<file path="src/rtl/cso_ram.sv">
// Generic single write port, single read port RAM with registered read data.
`default_nettype none

module cso_ram #(
  parameter int WIDTH = 8,
  parameter int DEPTH = 32
) (
  input  wire logic                     clk,
  input  wire logic                     we,
  input  wire logic [$clog2(DEPTH)-1:0] waddr,
  input  wire logic [WIDTH-1:0]         wdata,
  input  wire logic                     re,
  input  wire logic [$clog2(DEPTH)-1:0] raddr,
  output logic      [WIDTH-1:0]         rdata
);

  logic [WIDTH-1:0] mem [DEPTH];

  always_ff @(posedge clk) begin
    if (we) begin
      mem[waddr] <= wdata;
    end
    if (re) begin
      rdata <= mem[raddr];
    end
  end

endmodule

`default_nettype wire

</file>
<file path="config.mk">
export PLATFORM = sky130hd
export DESIGN_NAME = cso_ram
export DESIGN_NICKNAME = d
export VERILOG_FILES = /design/src/rtl/cso_ram.sv
export SDC_FILE = /design/constraint.sdc
export NUM_CORES = 1
export LEC_CHECK = 0
export BUFFER_PORTS_ARGS = -buffer_cell sky130_fd_sc_hd__buf_4
export CAP_MARGIN = 20
export CORE_MARGIN = 3
export CORE_UTILIZATION = 48
export DETAILED_ROUTE_END_ITERATION = 12
export GPL_TIMING_DRIVEN = 0
export HOLD_SLACK_MARGIN = 0.12
export SYNTH_ARGS = -nofsm -noshare
export SYNTH_HDL_FRONTEND = slang
export SYNTH_SLANG_ARGS = --single-unit
</file>
<file path="constraint.sdc">
create_clock -name clk -period 2.4 [get_ports clk]
set_input_delay 0.24 -clock clk [delete_from_list [all_inputs] [get_ports clk]]
set_output_delay 0.24 -clock clk [all_outputs]
set_load 0.02 [all_outputs]
</file>
==> reports/qor.yml, run 1 <==
min_path_cells: 1
antenna_cells: 0
drc: 0
crit_path_end_kind: "register"
antenna_found_initial: 0
dieArea_mm2: 0.0229
synth.distinct_cells: 14
hold_end: "mem[20][0]"
hold_class: "in2reg"
rsz0062_at_grt: "no"
synth.net_count: 438
synth_mux_area_share_pct: 18.7
slowest_delay_ns: 0.57
hpwl_mm: 13.0
finalCriticalPeriod_ns: 2.34
grt_pass1_wl_mm: 29.3
final_common_cell: "edfxtp_1"
reg2reg_to: "rdata[0]"
met2_usage_pct: 27.0
die_h_um: 151
synth_top_family_by_area: "multiplexers"
synth-simple-area-share_pct: 2.05
worst_ep_arrival_time_ns: 2.61
crit_fanout: 10
synthCells: 417
ios: 29
portBuffers: 23
finalHoldViolCount: 0
routedWlPerCell_um: 26.1
final.setup_skew_ns: 0.00905
relSlewSlack_pct: 42.9
finish.net_count: 490
clk_pin_slew_ns: 0.06
path_cells: "clkbuf_1 -> buf_1 -> mux4_2 -> mux4_2 -> mux2_2"
peakVddDrop_uv: 469
top_usage_layer: "met1"
cts-root-buf: "clkbuf_16"
syn_area_mm2: 0.0101
synth_xor_area_share_pct: 0
cp-start-kind: "primary input"
vias: 4357
regToRegSetupSlack_ns: 0.43
slew_violations: 0
drt_iter0_drc: 370
p_leak_nw: 3.53
track_usage_pct: 18.0
wirelength_mm: 19.7
synth_top_area_cell: "edfxtp_1"
slowest_stage: "buf_1"
die_w_um: 151
core_mm2: 0.0205
avgSynthCellArea_um2: 24.3
yosysWarnings: 0
synthAdderAreaFrac_pct: 0
dp_cells: 710
r2r_cells: 3
cts_tree: "built"
first_pass_iters: 5
fin_crit_sh_pct: 97.7
cap_violations: 0
grtUsageMet1_pct: 28.9
mostFrequentLayoutCells: "edfxtp_1, mux4_2, nor2_1"
power-per-cell-area_mw_per_mm2: 827
cpMostUsedCell: "mux4_2"
fmax_mhz: 427
grt_pass1_vias: 4499
worstHoldStart: "wdata[0]"
gp_congestion: 0.777
tightest_slew_ns: 0.854
cts_max_level: 1
clk_latency_ns: 0.52
synth-seq-cells: 264
finalSetupViolations: 0
area_growth_pct: 13.0
start_util_pct: 49.4
synth-compound-area-share_pct: 0
overflow: 0
synth_seq_area_share_pct: 78.2
route.antenna.remaining_nets: 0
power_w: 0.00947
crit_required_ns: 2.66
cts.path.max_buffers: 3
status: "completed"
fin_cells: 754
met3_usage_pct: 2.27
cts_made_buffers: 26
synth.area.top_cells: "edfxtp_1, mux4_2, nor2_1"
drive_above_1_share_pct: 32.0
path_class: "in2reg"
r2r-start: "mem[15][0]"
clkSinkCount: 264
routed_via_density: 5.78
grt_max_degree: 33
synth_top_area_share_pct: 78.2
rows: 52
cells in the mapped netlist (all sizes together):
cell,count
mux2,8
or3b,3
edfxtp,264
buf,14
clkbuf,6
or3,1
nand2,1
mux4,80
nand3,2
nand3b,5
nor2,33
state kept, by name (all words and copies together), names as in the netlist:
register and flops:
mem 256, rdata 8
metrics by stage:
stage                     hold slack, ns  util (%)  cell area [µm²]  setup slack, ns  setup TNS (ns)
after floorplan                    0.339         -            10100            0.218               0
after global placement             0.518      51.9            10600           -0.496           -3.75
after detailed placement           0.523      51.9            10600           -0.493           -3.67
after CTS                          0.137      55.9            11400           0.0551               0
after global routing               0.154      55.9            11400          0.00304               0
final                              0.151      55.9            11400           0.0560               0
per-layer routing:
metal,wire (µm),up-vias
li1,-,1883
met1,9150,2336
met2,9210,111
met3,891,27
met4,414,0
met5,0,-
critical path, delay by kind of cell:
kind     cells  cell delay, ns
buf+inv      2            1.08
mux          3            1.28
report_power, final:
group	internal, W	total (W)	switching (W)
clock	0.00225	0.00380	0.00156
combinational	0.000221	0.000507	0.000286
sequential	0.00515	0.00516	0.0000147
total	0.00761	0.00947	0.00186
cell families after synthesis:
family                 count (synthesis)
multiplexers                          88
flip-flops                           264
AND/OR/NAND/NOR                       45
buffers and inverters                 20
layout make-up:
cell class / instances / area (µm²)
Fill cell: 1563 / 9040
Sequential cell: 264 / 7930
Multi-Input combinational cell: 133 / 2100
Clock buffer: 33 / 698
Tap cell: 270 / 338
Timing Repair Buffer: 24 / 183
Buffer: 20 / 108
Clock inverter: 10 / 96.3
worst max path at each step:
stage / startpoint / endpoint / slack, ns / cells past startpoint
6_report: raddr[2] / rdata[2] / 0.06 / 5
5_1_grt: raddr[2] / rdata[3] / 0.003 / 5
4_1_cts: raddr[2] / rdata[0] / 0.06 / 5
3_5_place_dp: raddr[2] / rdata[0] / -0.49 / 5
3_3_place_gp: raddr[2] / rdata[0] / -0.50 / 5
2_1_floorplan: raddr[2] / rdata[0] / 0.22 / 5
repair_timing:
item	4_1_cts	5_1_grt
resized for setup	0	2
setup endpoints to repair	0	3
hold buffers	1	0
endpoints found under the hold margin	8	0
setup buffers	0	0
Note: power is estimated with default switching activity, not from simulation.
==> run 2: changes to the inputs <==
==> constraint.sdc (replaced) <==
create_clock -name clk -period 2.4 [get_ports clk]
set_input_delay 0.36 -clock clk [delete_from_list [all_inputs] [get_ports clk]]
set_output_delay 0.36 -clock clk [all_outputs]
set_load 0.02 [all_outputs]
==> reports/qor.yml, run 2 (same netlist as run 1, synthesis figures left out) <==
status: "completed"
clk_pin_slew_ns: 0.06
rows: 52
slowest_stage: "mux4_2"
cp-start-kind: "primary input"
antenna_found_initial: 0
p_leak_nw: 3.55
tightest_slew_ns: 0.873
dieArea_mm2: 0.0229
wirelength_mm: 19.7
area_growth_pct: 13.1
clk_latency_ns: 0.52
vias: 4374
cts_max_level: 1
relSlewSlack_pct: 41.6
rsz0062_at_grt: "no"
hpwl_mm: 13.0
drive_above_1_share_pct: 33.1
cpMostUsedCell: "mux4_2"
cts_tree: "built"
worst-path-buf-inv: 2
worst_ep_arrival_time_ns: 2.49
grt_pass1_vias: 4496
placement.cell_area_mm2: 0.0106
dp_cells: 710
drt_iter0_drc: 370
slew_violations: 0
top_register: "mem"
cts_made_buffers: 26
routed_via_density: 5.80
finalCriticalPeriod_ns: 2.23
cts-root-buf: "clkbuf_16"
slowest_delay_ns: 0.51
largest_reg_flops: 256
crit_path_end_kind: "register"
first_pass_iters: 5
mostFrequentLayoutCells: "edfxtp_1, mux4_2, nor2_1"
track_usage_pct: 18.0
reg.largest.list: "mem x256, rdata x8"
fmax_mhz: 449
cap_violations: 0
cts.path.max_buffers: 3
path_cells: "clkbuf_1 -> buf_2 -> mux4_2 -> mux4_2 -> mux2_2"
fin_crit_sh_pct: 92.8
die_w_um: 151
peakVddDrop_uv: 471
portBuffers: 23
start_util_pct: 49.4
ios: 29
fin_cells: 754
finalSetupViolations: 0
power-per-cell-area_mw_per_mm2: 827
routedWlPerCell_um: 26.1
grt_max_degree: 33
route.antenna.remaining_nets: 0
drc: 0
finish.net_count: 490
path_class: "in2reg"
final.setup_skew_ns: 0.00862
core_mm2: 0.0205
gp_congestion: 0.777
final_common_cell: "edfxtp_1"
die_h_um: 151
antenna_cells: 0
clkSinkCount: 264
crit_fanout: 10
finalHoldViolCount: 0
grt_pass1_wl_mm: 29.3
hold_class: "in2reg"
fin_area_mm2: 0.0115
overflow: 0
path_delay_family: "multiplexers"
crit_required_ns: 2.66
[run 2: cell count changes in the layout (fill, tap and decap cells not counted)]
cell      before  now
buf_2          1    4
clkbuf_2       1    3
buf_1          6    3
clkbuf_1      11    9
[run 2: final timing paths]
kind,start,end,slack [ns],cells after the start
worst max-delay path,raddr[2],rdata[0],0.17,5
worst min-delay path,wdata[0],mem[20][0],0.27,1
worst max register to register,mem[15][0],rdata[0],0.43,3
worst min register to register,mem[18][6],rdata[6],1.00,3
[run 2: per-layer routing]
metal / track usage (%) / share of wire [%]
met5: 0 / 0
met1: 28.9 / 46
met2: 27.0 / 47
met3: 2.27 / 4.9
met4: 4.13 / 2.1
[run 2: area by class of cell]
| cell class | instances | area (µm²) |
|---|---|---|
| buffer | 20 | 114 |
| multi-input combinational | 133 | 2100 |
| tap | 270 | 338 |
| sequential | 264 | 7930 |
| clock inverter | 10 | 96.3 |
| timing repair buffer | 24 | 183 |
| clock buffer | 33 | 698 |
| fill | 1563 | 9040 |
[run 2: power breakdown]
part	total, W	leakage [nW]	switching, W	internal (W)
Combinational	0.000507	0.778	0.000286	0.000222
Clock	0.00381	0.384	0.00156	0.00225
Sequential	0.00516	2.38	0.0000146	0.00515
Total	0.00948	3.55	0.00186	0.00761
[run 2: worst reg2reg max path, stage by stage (launching register included)]
cell and delay (ns):
edfxtp_1 0.37, mux4_2 0.54, mux4_2 0.51, mux2_2 0.30
[run 2: timing repair]
item	in CTS	in global routing
hold buffers	1	0
gates resized for setup	5	2
endpoints found under the setup margin	6	2
endpoints found under the hold margin	8	0
buffers inserted	0	0
[run 2: metrics by stage]
| step | setup WS, ns | total power, W | hold slack [ns] | utilization [%] | setup TNS (ns) |
|---|---|---|---|---|---|
| floorplan | 0.0983 | 0.00555 | 0.459 | - | 0 |
| global placement | -0.616 | 0.00576 | 0.638 | 51.9 | -4.71 |
| detailed placement | -0.613 | 0.00577 | 0.643 | 51.9 | -4.63 |
| CTS | 0.0598 | 0.00955 | 0.257 | 55.9 | 0 |
| global route | 0.120 | 0.00976 | 0.274 | 55.9 | 0 |
| finish | 0.172 | 0.00948 | 0.271 | 55.9 | 0 |
==> run 3: changes to the inputs <==
SETUP_SLACK_MARGIN = 0.5   (was unset)
clock period = 2.2 ns   (was 2.4 ns; I/O delays follow)
==> reports/qor.yml, run 3 (same netlist as run 1, synthesis figures left out) <==
slew_violations: 0
cpMostUsedCell: "mux4_2"
hold_class: "in2reg"
m1WireLength_mm: 8.97
crit_path_end_kind: "register"
cts_max_level: 1
tightest_slew_ns: 0.837
finalSetupViolations: 0
routedWlPerCell_um: 26.5
reg.largest.list: "mem x256, rdata x8"
antenna_found_initial: 0
status: "completed"
drt_iter0_drc: 404
clk_pin_slew_ns: 0.06
area_growth_pct: 15.3
worst-path-buf-inv: 0
dieArea_mm2: 0.0229
clkSinkCount: 264
overflow: 0
mostFrequentLayoutCells: "edfxtp_1, mux4_2, clkbuf_16"
start_util_pct: 49.4
cp-start-kind: "register"
peakVddDrop_uv: 779
whs_ns: 0.239
finish.net_count: 492
pwr-share-comb_pct: 5.5
power-per-cell-area_mw_per_mm2: 919
slowest_stage: "mux4_2"
top_register: "mem"
power.share.switching_pct: 19.8
clockPowerShare_pct: 42.1
slowest_delay_ns: 0.54
post_cts_buffers: 0
route.met3.wl_mm: 1.52
grt_pass1_vias: 4538
worst_ep_arrival_time_ns: 2.23
p_seq_share_pct: 52.4
drc: 0
finalCriticalPeriod_ns: 1.96
crit_required_ns: 2.48
track_usage_pct: 18.4
rsz0062_at_grt: "yes"
finalHoldViolCount: 0
path_class: "reg2reg"
grt_max_degree: 33
drive_above_1_share_pct: 36.2
routed_via_density: 5.84
route.antenna.remaining_nets: 0
rows: 52
antenna_cells: 0
cts_tree: "built"
p_leak_nw: 3.65
met2_length_mm: 9.32
fin_util_pct: 57.0
crit_fanout: 1
final_common_cell: "edfxtp_1"
portBuffers: 23
cap_violations: 0
final.setup_skew_ns: 0.0131
ios: 29
p_sw_w: 0.00213
cts_made_buffers: 28
hpwl_mm: 13.1
power_w: 0.0107
first_pass_iters: 5
wirelength_mm: 20.1
fmax_mhz: 511
cts.path.max_buffers: 3
path_delay_family: "multiplexers"
clk_latency_ns: 0.53
top_layer: "met4"
internal_power_w: 0.00861
vias: 4433
grt_pass1_wl_mm: 29.9
cts-root-buf: "clkbuf_16"
gp_congestion: 0.768
fin_crit_sh_pct: 88.9
largest_reg_flops: 256
relSlewSlack_pct: 44.0
die_h_um: 151
path_cells: "mux4_2 -> mux4_2 -> mux2_4"
die_w_um: 151
core_mm2: 0.0205
[run 3: cell count changes in the layout (fill, tap and decap cells not counted), moves of 3 or more]
cell      before  now
mux2_4         0    4
nor2_1        33   25
buf_4         29   25
mux2_2         8    4
buf_12         0    7
clkinv_2       2    6
clkbuf_1       9    6
nor2_2         0    8
clkbuf_4       0    3
[run 3: layout make-up]
| type | instances | area [µm²] |
|---|---|---|
| well taps | 270 | 338 |
| multi-input cells | 133 | 2130 |
| fillers | 1546 | 8810 |
| clock inverters | 15 | 146 |
| plain buffers | 20 | 213 |
| flip-flops and latches | 264 | 7930 |
| clock buffers | 33 | 741 |
| repair buffers | 24 | 183 |
[run 3: power by group through the flow]
stage | clock network, W | logic [W] | registers [W]
final | 0.00452 | 0.000592 | 0.00563
after global routing | 0.00478 | 0.000634 | 0.00563
after CTS | 0.00461 | 0.000600 | 0.00563
after detailed placement | 0 | 0.000594 | 0.00574
after global placement | 0 | 0.000581 | 0.00573
after floorplan | 0 | 0.000324 | 0.00575
[run 3: path summary, 6_finish.rpt]
check | from | end | slack (ns) | depth (start not counted)
setup / recovery | mem[23][1] | rdata[1] | 0.24 | 3
hold / removal | wdata[6] | mem[17][6] | 0.24 | 1
setup reg to reg | mem[23][1] | rdata[1] | 0.24 | 3
hold reg to reg | mem[6][0] | rdata[0] | 1.02 | 3
[run 3: stage by stage]
stage | cells | setup WS (ns) | cell area (µm²) | setup TNS (ns)
2_1_floorplan | 417 | 0.134 | 10300 | 0
3_3_place_gp | 710 | -0.186 | 10800 | -1.33
3_5_place_dp | 710 | -0.190 | 10800 | -1.35
4_1_cts | 759 | 0.237 | 11700 | 0
5_1_grt | 759 | 0.218 | 11700 | 0
6_report | 759 | 0.245 | 11700 | 0
[run 3: metal layers]
metal,GRT usage (%),vias up
met3,3.68,21
met1,29.2,2376
met5,0,-
met4,3.54,0
li1,-,1895
met2,27.1,141
[run 3: repair_timing]
action | 4_1_cts | 5_1_grt
cloned | 0 | 0
pin swaps | 0 | 0
hold endpoints to repair | 8 | 0
hold buffers | 1 | 0
endpoints found under the setup margin | 8 | 8
gates resized for setup | 2 | 2
[run 3: worst reg2reg max path, stage by stage (launching register included)]
cell	delay, ns
edfxtp_1	0.36
mux4_2	0.53
mux4_2	0.54
mux2_4	0.29
